==> src/hw/rtl/mldchk_pkg.sv <==
// Shared types, constants and decode functions for the MLD message checker.
`default_nettype none
package mldchk_pkg;

    localparam int MAX_MESSAGE_BYTES = 65535;
    localparam int OFF_W = 20;
    localparam int FIFO_DEPTH = 4;
    localparam int PTR_W = $clog2(FIFO_DEPTH);
    localparam int CNT_W = $clog2(FIFO_DEPTH + 1);

    localparam logic [7:0] TYPE_QUERY = 8'd130;
    localparam logic [7:0] TYPE_REPORT_V1 = 8'd131;
    localparam logic [7:0] TYPE_DONE_V1 = 8'd132;
    localparam logic [7:0] TYPE_REPORT_V2 = 8'd143;

    localparam logic KIND_SUMMARY = 1'b0;
    localparam logic KIND_RECORD = 1'b1;

    localparam logic [1:0] VER_UNKNOWN = 2'd0;
    localparam logic [1:0] VER_V1 = 2'd1;
    localparam logic [1:0] VER_V2 = 2'd2;

    localparam logic [1:0] STATUS_OK = 2'd0;
    localparam logic [1:0] STATUS_MALFORMED = 2'd1;
    localparam logic [1:0] STATUS_CUT_SHORT = 2'd2;

    typedef struct packed {
        logic        kind;
        logic [7:0]  type_value;
        logic [1:0]  version;
        logic [22:0] response_delay;
        logic [14:0] query_interval;
        logic        suppress;
        logic [2:0]  robustness;
        logic [15:0] item_count;
        logic [9:0]  aux_bytes;
        logic [63:0] group_high;
        logic [63:0] group_low;
        logic [1:0]  status;
    } result_t;

    typedef struct packed {
        logic    rec_valid;
        result_t rec;
        logic    sum_valid;
        result_t sum;
    } push_t;

    // Maximum response code: exponent form when the top bit is set.
    function automatic logic [22:0] mrc_decode(input logic [15:0] c);
        logic [22:0] mant;
        logic [3:0]  sh;
        mant = {10'd0, 1'b1, c[11:0]};
        sh = {1'b0, c[14:12]} + 4'd3;
        if (!c[15]) begin
            return {7'd0, c};
        end
        return mant << sh;
    endfunction

    // Querier query interval code: exponent form when the top bit is set.
    function automatic logic [14:0] qqic_decode(input logic [7:0] c);
        logic [14:0] mant;
        logic [3:0]  sh;
        mant = {10'd0, 1'b1, c[3:0]};
        sh = {1'b0, c[6:4]} + 4'd3;
        if (!c[7]) begin
            return {7'd0, c};
        end
        return mant << sh;
    endfunction

endpackage
`default_nettype wire

==> src/hw/rtl/mldchk_parser.sv <==
// Input register, message state and per-byte result generation.
`default_nettype none
module mldchk_parser (
    input  wire logic                 aclk,
    input  wire logic                 aresetn,
    input  wire logic                 in_valid,
    output logic                      in_ready,
    input  wire logic [7:0]           in_byte,
    input  wire logic                 in_last,
    input  wire logic                 room,
    output mldchk_pkg::push_t         push
);

    localparam logic [mldchk_pkg::OFF_W-1:0] MAXO =
        mldchk_pkg::OFF_W'(mldchk_pkg::MAX_MESSAGE_BYTES);

    logic                            in_valid_reg;
    logic [7:0]                      in_byte_reg;
    logic                            in_last_reg;
    logic                            consume;

    logic [mldchk_pkg::OFF_W-1:0] offset_reg, offset_next;
    logic [7:0]                   type_reg, type_next;
    logic [15:0]                  hw_reg [4];
    logic [15:0]                  hw_next [4];
    logic [63:0]                  g0_reg, g0_next, g1_reg, g1_next;
    logic [7:0]                   qf0_reg, qf0_next, qf1_reg, qf1_next;
    logic [mldchk_pkg::OFF_W-1:0] rstart_reg, rstart_next;
    logic [mldchk_pkg::OFF_W-1:0] rend_reg, rend_next;
    logic [31:0]                  rh_reg, rh_next;
    logic [15:0]                  seen_reg, seen_next;
    logic                         mal_reg, mal_next;
    logic                         stop_reg, stop_next;

    logic [mldchk_pkg::OFF_W-1:0] p;
    logic [mldchk_pkg::OFF_W-1:0] rel;
    logic [1:0]                   widx;
    logic [21:0]                  rec_end;
    logic [7:0]                   rtype;
    logic [20:0]                  expected;
    logic                         cut, mal;
    mldchk_pkg::result_t          rec, sum;
    logic                         rec_valid;

    assign consume = in_valid_reg && room;
    assign in_ready = !in_valid_reg || room;

    always_ff @(posedge aclk) begin
        if (!aresetn) begin
            in_valid_reg <= 1'b0;
        end else if (in_ready) begin
            in_valid_reg <= in_valid;
        end
        if (in_ready && in_valid) begin
            in_byte_reg <= in_byte;
            in_last_reg <= in_last;
        end
    end

    always_comb begin
        p = offset_reg;
        offset_next = offset_reg;
        type_next = type_reg;
        for (int i = 0; i < 4; i++) begin
            hw_next[i] = hw_reg[i];
        end
        g0_next = g0_reg;
        g1_next = g1_reg;
        qf0_next = qf0_reg;
        qf1_next = qf1_reg;
        rstart_next = rstart_reg;
        rend_next = rend_reg;
        rh_next = rh_reg;
        seen_next = seen_reg;
        mal_next = mal_reg;
        stop_next = stop_reg;
        rel = p - rstart_reg;
        widx = 2'(((p - mldchk_pkg::OFF_W'(2)) >> 1));
        rec_end = '0;
        rtype = '0;
        rec = '0;
        rec_valid = 1'b0;

        if (p >= MAXO) begin
            mal_next = 1'b1;
        end else begin
            if (p == '0) begin
                type_next = in_byte_reg;
            end else if (p == mldchk_pkg::OFF_W'(1)) begin
                if (in_byte_reg != 8'd0) begin
                    mal_next = 1'b1;
                end
            end else if (p < mldchk_pkg::OFF_W'(8)) begin
                hw_next[widx] = {hw_reg[widx][7:0], in_byte_reg};
            end else if (type_reg == mldchk_pkg::TYPE_REPORT_V2) begin
                if (!stop_reg) begin
                    if (seen_reg >= hw_reg[2]) begin
                        mal_next = 1'b1;
                    end else if (rel < mldchk_pkg::OFF_W'(4)) begin
                        rh_next = {rh_reg[23:0], in_byte_reg};
                        if (rel == mldchk_pkg::OFF_W'(3)) begin
                            rec_end = 22'(rstart_reg) + 22'd20 + {2'd0, rh_next[15:0], 4'd0}
                                      + {12'd0, rh_next[23:16], 2'd0};
                            if (rec_end > 22'(MAXO)) begin
                                stop_next = 1'b1;
                            end else begin
                                rend_next = rec_end[mldchk_pkg::OFF_W-1:0];
                            end
                        end
                    end else begin
                        if (rel < mldchk_pkg::OFF_W'(20)) begin
                            g0_next = {g0_reg[55:0], g1_reg[63:56]};
                            g1_next = {g1_reg[55:0], in_byte_reg};
                        end
                        if (rel >= mldchk_pkg::OFF_W'(19) &&
                            p + mldchk_pkg::OFF_W'(1) == rend_reg) begin
                            rtype = rh_reg[31:24];
                            rec_valid = 1'b1;
                            rec.kind = mldchk_pkg::KIND_RECORD;
                            rec.type_value = rtype;
                            rec.version = mldchk_pkg::VER_V2;
                            rec.item_count = rh_reg[15:0];
                            rec.aux_bytes = {rh_reg[23:16], 2'd0};
                            rec.group_high = g0_next;
                            rec.group_low = g1_next;
                            rec.status = (rtype < 8'd1 || rtype > 8'd6) ?
                                         mldchk_pkg::STATUS_MALFORMED :
                                         mldchk_pkg::STATUS_OK;
                            seen_next = seen_reg + 16'd1;
                            rstart_next = rend_reg;
                        end
                    end
                end
            end else if (p < mldchk_pkg::OFF_W'(24)) begin
                g0_next = {g0_reg[55:0], g1_reg[63:56]};
                g1_next = {g1_reg[55:0], in_byte_reg};
            end else if (p == mldchk_pkg::OFF_W'(24)) begin
                qf0_next = in_byte_reg;
            end else if (p == mldchk_pkg::OFF_W'(25)) begin
                qf1_next = in_byte_reg;
            end else if (p < mldchk_pkg::OFF_W'(28)) begin
                hw_next[3] = {hw_reg[3][7:0], in_byte_reg};
            end
            offset_next = p + mldchk_pkg::OFF_W'(1);
        end
    end

    // Summary, built from the state as it stands after the current byte.
    always_comb begin
        sum = '0;
        sum.kind = mldchk_pkg::KIND_SUMMARY;
        sum.type_value = type_next;
        cut = offset_next < mldchk_pkg::OFF_W'(2);
        mal = mal_next;
        expected = 21'd28 + {1'b0, hw_next[3], 4'd0};
        if (type_next == mldchk_pkg::TYPE_QUERY || type_next == mldchk_pkg::TYPE_REPORT_V1 ||
            type_next == mldchk_pkg::TYPE_DONE_V1) begin
            if (type_next != mldchk_pkg::TYPE_QUERY || offset_next == mldchk_pkg::OFF_W'(24)) begin
                sum.version = mldchk_pkg::VER_V1;
                if (offset_next < mldchk_pkg::OFF_W'(24)) begin
                    cut = 1'b1;
                end else begin
                    sum.response_delay = {7'd0, hw_next[1]};
                    sum.group_high = g0_next;
                    sum.group_low = g1_next;
                    if (hw_next[2] != 16'd0 ||
                        (type_next != mldchk_pkg::TYPE_QUERY && hw_next[1] != 16'd0)) begin
                        mal = 1'b1;
                    end
                    if (offset_next != mldchk_pkg::OFF_W'(24)) begin
                        mal = 1'b1;
                    end
                end
            end else begin
                sum.version = mldchk_pkg::VER_V2;
                if (offset_next < mldchk_pkg::OFF_W'(28)) begin
                    cut = 1'b1;
                end else begin
                    sum.response_delay = mldchk_pkg::mrc_decode(hw_next[1]);
                    sum.query_interval = mldchk_pkg::qqic_decode(qf1_next);
                    sum.suppress = qf0_next[3];
                    sum.robustness = qf0_next[2:0];
                    sum.item_count = hw_next[3];
                    sum.group_high = g0_next;
                    sum.group_low = g1_next;
                    if (hw_next[2] != 16'd0 || qf0_next[7:4] != 4'd0) begin
                        mal = 1'b1;
                    end
                    if (expected > 21'(offset_next)) begin
                        cut = 1'b1;
                    end else if (expected != 21'(offset_next)) begin
                        mal = 1'b1;
                    end
                end
            end
        end else if (type_next == mldchk_pkg::TYPE_REPORT_V2) begin
            sum.version = mldchk_pkg::VER_V2;
            if (offset_next < mldchk_pkg::OFF_W'(8)) begin
                cut = 1'b1;
            end else begin
                sum.item_count = hw_next[2];
                if (hw_next[1] != 16'd0) begin
                    mal = 1'b1;
                end
                if (stop_next || seen_next < hw_next[2]) begin
                    cut = 1'b1;
                end
            end
        end else begin
            mal = 1'b1;
        end
        sum.status = cut ? mldchk_pkg::STATUS_CUT_SHORT :
                     (mal ? mldchk_pkg::STATUS_MALFORMED : mldchk_pkg::STATUS_OK);
    end

    assign push.rec_valid = consume && rec_valid;
    assign push.rec = rec;
    assign push.sum_valid = consume && in_last_reg;
    assign push.sum = sum;

    always_ff @(posedge aclk) begin
        if (!aresetn || (consume && in_last_reg)) begin
            offset_reg <= '0;
            type_reg <= '0;
            for (int i = 0; i < 4; i++) begin
                hw_reg[i] <= '0;
            end
            g0_reg <= '0;
            g1_reg <= '0;
            qf0_reg <= '0;
            qf1_reg <= '0;
            rstart_reg <= mldchk_pkg::OFF_W'(8);
            rend_reg <= '0;
            rh_reg <= '0;
            seen_reg <= '0;
            mal_reg <= 1'b0;
            stop_reg <= 1'b0;
        end else if (consume) begin
            offset_reg <= offset_next;
            type_reg <= type_next;
            for (int i = 0; i < 4; i++) begin
                hw_reg[i] <= hw_next[i];
            end
            g0_reg <= g0_next;
            g1_reg <= g1_next;
            qf0_reg <= qf0_next;
            qf1_reg <= qf1_next;
            rstart_reg <= rstart_next;
            rend_reg <= rend_next;
            rh_reg <= rh_next;
            seen_reg <= seen_next;
            mal_reg <= mal_next;
            stop_reg <= stop_next;
        end
    end

endmodule
`default_nettype wire

==> src/hw/rtl/mldchk_out_fifo.sv <==
// Result queue that takes up to two results per cycle and hands out one.
`default_nettype none
module mldchk_out_fifo (
    input  wire logic                 aclk,
    input  wire logic                 aresetn,
    input  wire mldchk_pkg::push_t    push,
    output logic                      room,
    output logic                      out_valid,
    input  wire logic                 out_ready,
    output mldchk_pkg::result_t       out_data
);

    mldchk_pkg::result_t              mem_reg [mldchk_pkg::FIFO_DEPTH];
    logic [mldchk_pkg::PTR_W-1:0]     wr_reg, rd_reg;
    logic [mldchk_pkg::CNT_W-1:0]     count_reg, count_next;
    logic [mldchk_pkg::PTR_W-1:0]     wr_next;
    logic [1:0]                       n_push;
    logic                             pop;

    assign n_push = {1'b0, push.rec_valid} + {1'b0, push.sum_valid};
    assign pop = out_valid && out_ready;
    assign room = count_reg <= mldchk_pkg::CNT_W'(mldchk_pkg::FIFO_DEPTH - 2);
    assign out_valid = count_reg != '0;
    assign out_data = mem_reg[rd_reg];
    assign wr_next = wr_reg + mldchk_pkg::PTR_W'(n_push);
    assign count_next = count_reg + mldchk_pkg::CNT_W'(n_push)
                        - mldchk_pkg::CNT_W'(pop);

    always_ff @(posedge aclk) begin
        if (push.rec_valid) begin
            mem_reg[wr_reg] <= push.rec;
        end
        if (push.sum_valid) begin
            mem_reg[wr_reg + mldchk_pkg::PTR_W'(push.rec_valid)] <= push.sum;
        end
    end

    always_ff @(posedge aclk) begin
        if (!aresetn) begin
            wr_reg <= '0;
            rd_reg <= '0;
            count_reg <= '0;
        end else begin
            wr_reg <= wr_next;
            count_reg <= count_next;
            if (pop) begin
                rd_reg <= rd_reg + mldchk_pkg::PTR_W'(1);
            end
        end
    end

    a_count_bound: assert property (@(posedge aclk) disable iff (!aresetn)
        count_reg <= mldchk_pkg::CNT_W'(mldchk_pkg::FIFO_DEPTH))
        else $error("result queue count out of range");

    a_push_has_room: assert property (@(posedge aclk) disable iff (!aresetn)
        (n_push != 2'd0) |-> room)
        else $error("results pushed without two free slots");

    a_pop_only: assert property (@(posedge aclk) disable iff (!aresetn)
        (pop && n_push == 2'd0) |=> count_reg == $past(count_reg) - mldchk_pkg::CNT_W'(1))
        else $error("result queue count did not drop after a pop");

endmodule
`default_nettype wire

==> src/hw/rtl/mld_message_checker_unit.sv <==
// Top level of the MLD message checker: stream ports, parser and result queue.
`default_nettype none
// The checker takes one ICMPv6 MLD message as a run of byte beats on the slave
// side, starting at the type byte, with s_tlast set on the final byte. It checks
// type, code, reserved fields, query flags and lengths, sorts the message into
// MLDv1 (type 130 of length 24, 131, 132) or MLDv2 (other 130 lengths, 143), and
// decodes the v2 exponent forms of the maximum response code and the QQIC. For a
// v2 report it emits one record beat (m_tuser high) as each record's last byte
// arrives, and for every message one summary beat (m_tuser low) on the last byte,
// whose status says well formed, malformed, or cut short; state then returns to
// its reset values for the next message. Source addresses and aux data contents
// are skipped. The block accepts one byte beat every cycle unless stalled: each
// accepted byte is held in an input register and processed from there into a
// four-entry result queue, whose head drives the master side. Since one byte
// can cause two results, the slave side stalls only while fewer than two queue
// slots are free, that is, when the master side has been stalled. Offsets count
// up to 65535 bytes; bytes beyond that are dropped and the message is marked
// malformed.
module mld_message_checker_unit (
    input  wire logic         aclk,
    input  wire logic         aresetn,
    input  wire logic         s_tvalid,
    output logic              s_tready,
    input  wire logic [7:0]   s_tdata,   // data_byte
    input  wire logic         s_tlast,   // last_byte
    output logic              m_tvalid,
    input  wire logic         m_tready,
    // type_value, version, response_delay, query_interval, suppress, robustness,
    // item_count, aux_bytes, group_high, group_low, status
    output logic [207:0]      m_tdata,
    output logic              m_tuser    // kind
);

    mldchk_pkg::push_t   push;
    mldchk_pkg::result_t head;
    logic                room;

    mldchk_parser u_parser (
        .aclk     (aclk),
        .aresetn  (aresetn),
        .in_valid (s_tvalid),
        .in_ready (s_tready),
        .in_byte  (s_tdata),
        .in_last  (s_tlast),
        .room     (room),
        .push     (push)
    );

    mldchk_out_fifo u_out_fifo (
        .aclk      (aclk),
        .aresetn   (aresetn),
        .push      (push),
        .room      (room),
        .out_valid (m_tvalid),
        .out_ready (m_tready),
        .out_data  (head)
    );

    // Fields packed from the lowest bit up, type_value first.
    assign m_tdata = {head.status, head.group_low, head.group_high, head.aux_bytes,
                      head.item_count, head.robustness, head.suppress,
                      head.query_interval, head.response_delay, head.version,
                      head.type_value};
    assign m_tuser = head.kind;

endmodule
`default_nettype wire

==> config.mk <==
export PLATFORM = sky130hd
export DESIGN_NAME = mld_message_checker_unit
export DESIGN_NICKNAME = d
export VERILOG_FILES = /design/src/hw/rtl/mldchk_pkg.sv /design/src/hw/rtl/mldchk_parser.sv /design/src/hw/rtl/mldchk_out_fifo.sv /design/src/hw/rtl/mld_message_checker_unit.sv
export SDC_FILE = /design/constraint.sdc
export NUM_CORES = 2
export LEC_CHECK = 0
export ABC_AREA = 0
export BUFFER_PORTS_ARGS = -buffer_cell sky130_fd_sc_hd__buf_2
export CAP_MARGIN = 20
export CELL_PAD_IN_SITES_DETAIL_PLACEMENT = 2
export CELL_PAD_IN_SITES_GLOBAL_PLACEMENT = 2
export CORE_ASPECT_RATIO = 1.1
export CORE_UTILIZATION = 35
export CTS_CLUSTER_DIAMETER = 150
export DETAILED_ROUTE_END_ITERATION = 8
export PLACE_DENSITY = 0.69
export SYNTH_ARGS = -nofsm -noshare
export SYNTH_HDL_FRONTEND = slang
export SYNTH_SLANG_ARGS = --single-unit
==> constraint.sdc <==
create_clock -name aclk -period 27.8 [get_ports aclk]
set_clock_uncertainty 0.1 [all_clocks]
set_input_delay 6.95 -clock aclk [delete_from_list [all_inputs] [get_ports aclk]]
set_output_delay 6.95 -clock aclk [all_outputs]
set_load 0.1 [all_outputs]
; Yosys cells after proc, flatten, opt, wreduce, memory -nomap -nowiden
; Memory sizes are Yosys's and may differ from the RTL's. A register that Yosys moved wholly into a read port is not among the register bits.
; Index checks and enable logic that the tools add are counted.
[word_totals]
register_bits = 279
ramBits = 900
input_bits = 13
output_inout_bits = 211
memories = 2
[mem_list]
columns = memory, words, width, rd, rd_clocked_by_memory_dff, wr, line
row1 = u_out_fifo.mem_reg, 4, 209, 1, 1, 2, mldchk_out_fifo.sv:13  ; mldchk_pkg::result_t mem_reg [mldchk_pkg::FIFO_DEPTH];
row2 = u_parser.hw_reg, 4, 16, 5, 0, 4, mldchk_parser.sv:24  ; logic [15:0] hw_reg [4];
[classes]
addsub = 16
magnitude_cmp = 20
n_eq_ne = 14
n_shift = 2
mux = 169
n_bitwise = 13
n_reduce_logical = 28
[ops]
columns = cell, n
row1 = 64-bit two-way mux, 23
row2 = 156-bit two-way mux, 9
row3 = 128-bit two-way mux, 4
row4 = 16-bit two-way mux, 24
row5 = 8-bit two-way mux, 17
row6 = "20-bit by 5-bit less-than comparator with 1-bit output, second input constant", 5
row7 = 11-bit two-way mux, 9
row8 = 1-bit two-way mux, 66
row9 = 64-bit bitwise mux, 1
row10 = "20-bit by 5-bit equality test with 1-bit output, second input constant", 3
row11 = 58-bit two-way mux, 1
row12 = 48-bit two-way mux, 1
row13 = 23-bit two-way mux, 2
row14 = 42-bit two-way mux, 1
row15 = "8-bit equality test, second input constant", 5
row16 = "20-bit by 4-bit less-than comparator with 1-bit output, second input constant", 2
row17 = 35-bit two-way mux, 1
row18 = 16-bit demux with 2-bit select, 1
row19 = 16-bit nonzero test, 2
row20 = 15-bit two-way mux, 2
row21 = 25-bit two-way mux, 1
row22 = 13-bit by 4-bit << shifter with 23-bit output, 1
row23 = 22-bit by 10-bit adder with 22-bit output, 1
row24 = 22-bit by 20-bit adder with 22-bit output, 1
row25 = 48 further kinds, 79

; Longest topological paths before layout
[depth]
ltp_word = 21
ltp_mapped = 29
mapped_depth_nobuf = 27

; Cells and area by module
; From an unflattened synthesis, not the netlist that was laid out.
[unflattened]
hier_cells = 5252
hier_area_um2 = 66178.5
[modules_own_cells]
columns = module, instances, cells_each, area_per_inst_um2, seq_area_each_um2
row1 = mldchk_out_fifo, 1, 2073, 41342.2, 25284.2
row2 = mldchk_parser, 1, 3179, 24836.3, 7216.9

; Worst setup path before layout
; Ideal clock, no wire load.
[synth_timing]
kind = register to register
start = register u_parser.offset_reg[0] in the netlist's numbering
end = memory u_out_fifo.mem_reg[1][0] in the netlist's numbering (enable)
setup_time_ns = 1.030
arrival_time_ns = 17.401
path_slack_ns = 9.269
stages_incl_launch_ff = 17
path_buffers = 2
synth_period_minus_slack_ns = 18.531
path_cell_list = dfxtp_1 > buf_2 > inv_1 > ha_1 > inv_1 > fa_1 > a211oi_1 > o21bai_1 > and3_1 > nor3_1 > xnor2_1 > nor4b_4 > and3_1 > nor4_2 > clkbuf_1 > inv_1 > o21ai_0
[synth_rtl]
columns = element, line
row1 = start: declaration, mldchk_parser.sv:22  ; logic [mldchk_pkg::OFF_W-1:0] offset_reg, offset_next;
row2 = start signal: assignment, mldchk_parser.sv:239  ; offset_reg <= offset_next;
row3 = end: declaration, mldchk_out_fifo.sv:13

==> flow_summary.json <==
{
  "clk_pin_slew_ps": 70,
  "outcome": "completed",
  "via_per_inst": 6.12,
  "cts_buffers": 135,
  "synth_edf_count": 857,
  "critPathKind": "reg -> out",
  "path_max_fanout": 50,
  "slowest_stage": "dfxtp_4",
  "cts_max_level": 4,
  "hp-class": "reg -> reg",
  "cp-start-kind": "flop",
  "grt_max_degree": 124,
  "grt_overflow_total": 0,
  "area_delta_synth_final_pct": 11.9,
  "place_area_um2": 64700,
  "syn_inst": 5172,
  "drt_iter0_drc": 3440,
  "cts.sinks": 1165,
  "worst-path-buf-inv": 4,
  "cp.arrival_ps": 4200,
  "async_flop_share_pct": 0,
  "wl_met2_mm": 115,
  "track_usage_pct": 25.7,
  "drc": 0,
  "postCtsSetupBuffers": 0,
  "highest_layer": "met5",
  "max_stage_delay_ps": 1020,
  "setup_viol": 0,
  "gp_congestion": 0.899,
  "num_vias": 46200,
  "cts_buffer_depth": 3,
  "crit_required_ps": 20750,
  "drv_slew": 0,
  "reg2reg_slack_ps": 17640,
  "timing.fmax_mhz": 88.9,
  "drive_gt1_share_pct": 17.1,
  "wl_met1_mm": 98.0,
  "synth_area_um2": 62000,
  "met3_length_mm": 10.3,
  "drv_cap": 0,
  "ant_nets": 0,
  "largest_register_ff_count": 828,
  "max-slew-margin-rel_pct": 13.5,
  "synth_area_leader_cell": "edfxtp_1",
  "finalHoldViolations": 0,
  "dieArea_um2": 179000,
  "fin_crit_sh_pct": 40.5,
  "root_buffer": "clkbuf_16",
  "die_h_um": 443,
  "netlist.area_leader.share_pct": 41.5,
  "worstPathCellList": "buf_4 -> buf_4 -> buf_16 -> mux4_2 -> buf_2",
  "grt_pass1_vias": 49300,
  "wl_per_cell_um": 30.9,
  "numPortBuffers": 221,
  "fin_area_um2": 69400,
  "yosysWarningCount": 0,
  "worst_setup_path_end_kind": "output pin",
  "hold_slack_ps": 362,
  "synth.area.top_cells": "edfxtp_1 42%, dfxtp_1 10%, mux4_2 7.8%",
  "nFillCells": 17800,
  "p_leak_uw": 0.0222,
  "start_util_pct": 35.3,
  "finalSetupTns_ps": 0,
  "hpwl_mm": 151,
  "drtPass1Iterations": 7,
  "rsz0062_at_grt": "no",
  "path_common_cell": "buf_4",
  "critical-path-top-delay-family": "buffers and inverters",
  "layout_common_cells": "857 x edfxtp_1, 408 x nor2_1, 397 x mux2i_1",
  "ys_seq_area_share_pct": 51.5,
  "avgSynthCellArea_um2": 12.0,
  "die-width_um": 403,
  "grt_pass1_wl_mm": 343,
  "fp.coreArea_um2": 175000,
  "synth_ff_type": "edfxtp_1",
  "peakVddDrop_mv": 0.0690,
  "fp-row-count": 161,
  "pin_count": 224,
  "total_power_uw": 5280,
  "ys_seq_elements": 1165,
  "clk_latency_ps": 810,
  "yosysUniqueCellTypes": 103,
  "cts-resized-gates": 0,
  "layout_commonest_cell": "edfxtp_1",
  "layout.nets": 5207,
  "wl_mm": 233,
  "grt_antenna_before_repair": 9,
  "period_minus_slack_ps": 11250,
  "cts-hold-fix-buffers": 0,
  "tritoncts": "yes",
  "tightest_slew_ps": 1300,
  "powerDensity_nw_per_um2": 76.1
}
-- cells in the mapped netlist, types with 9 or more instances --
master	count
edfxtp_1	857
nor2_1	410
mux2i_1	397
clkbuf_1	373
dfxtp_1	308
a22o_1	278
o32ai_1	275
nand2_1	263
o21ai_0	256
mux4_2	215
a21oi_1	153
buf_2	117
ha_1	117
nand3_1	106
inv_1	96
nand4_1	89
or3_1	86
xnor2_1	76
buf_1	60
nor3_1	55
o32ai_2	49
and2_1	35
xor2_1	31
nor4_1	29
and3_1	25
a211oi_1	24
a21o_1	21
nand2b_1	21
o22ai_1	21
and4_1	17
o22a_1	17
mux2_2	15
nor2b_1	14
o211ai_1	14
a31oi_1	13
o31ai_1	13
buf_4	12
o21a_1	12
buf_6	10
or2_2	10
or4_1	10
fa_1	9
-- path summary, 6_finish.rpt --
kind / cells past startpoint / start / to
max: 5 / flop / m_tdata[26]
min: 2 / u_parser.qf1_reg[5] / u_parser.qf1_reg[5]
max reg2reg: 19 / u_parser.offset_reg[4] / u_out_fifo.mem_reg[1][30]
min reg2reg: 2 / u_parser.qf1_reg[5] / u_parser.qf1_reg[5]
-- cell families (layout without fill, tap and decap cells) --
kind of cell / Yosys count / count (layout) / share of synthesized area [%]
xor gates and xnor gates: 108 / 108 / 1.56
other: 1 / 4 / 0.00605
DFF: 1165 / 1165 / 51.5
muxes: 630 / 630 / 14.6
buffers and inverters: 669 / 678 / 4.48
and+or+nand+nor: 1226 / 1226 / 9.77
AOI/OAI and AO/OA: 1247 / 1247 / 15.5
adders and majority gates: 126 / 126 / 2.65
-- worst min-delay path, stage by stage (launching register included) --
cell,delay (ps)
dfxtp_1,330
nand2_1,50
o21ai_0,60
-- power by group --
| part | internal, uW | total [uW] | leakage [uW] | switching [uW] |
|---|---|---|---|---|
| registers | 1890 | 1940 | 0.0111 | 47.3 |
| logic | 322 | 1480 | 0.00889 | 1160 |
| clock network | 1070 | 1850 | 0.00220 | 781 |
| total | 3290 | 5280 | 0.0222 | 1990 |
-- layout make-up --
| class | count | area, um^2 | share of cell area, % |
|---|---|---|---|
| Antenna cell | 2 | 5.00 | 0.00722 |
| Clock buffer | 184 | 3730 | 5.37 |
| Clock inverter | 67 | 782 | 1.13 |
| Inverter | 97 | 364 | 0.525 |
| Multi-Input combinational cell | 3339 | 27600 | 39.7 |
| Sequential cell | 1165 | 31900 | 46.0 |
| Tap cell | 2363 | 2960 | 4.26 |
| Timing Repair Buffer | 330 | 2040 | 2.94 |
-- layer usage --
metal,GRT usage [%],up-vias
met1,32.8,24500
met2,43.7,1313
met3,3.24,384
met4,10.9,4
li1,-,20000
met5,0,-
-- metrics by stage --
step	utilization, %	cells	setup WS [ps]
after floorplan	-	5173	9270
after global placement	36.9	7288	17020
after detailed placement	36.9	7289	16940
after CTS	39.5	7540	16060
after global routing	39.5	7546	16240
final	39.5	7547	16550
(Power assumes the default switching activity.)
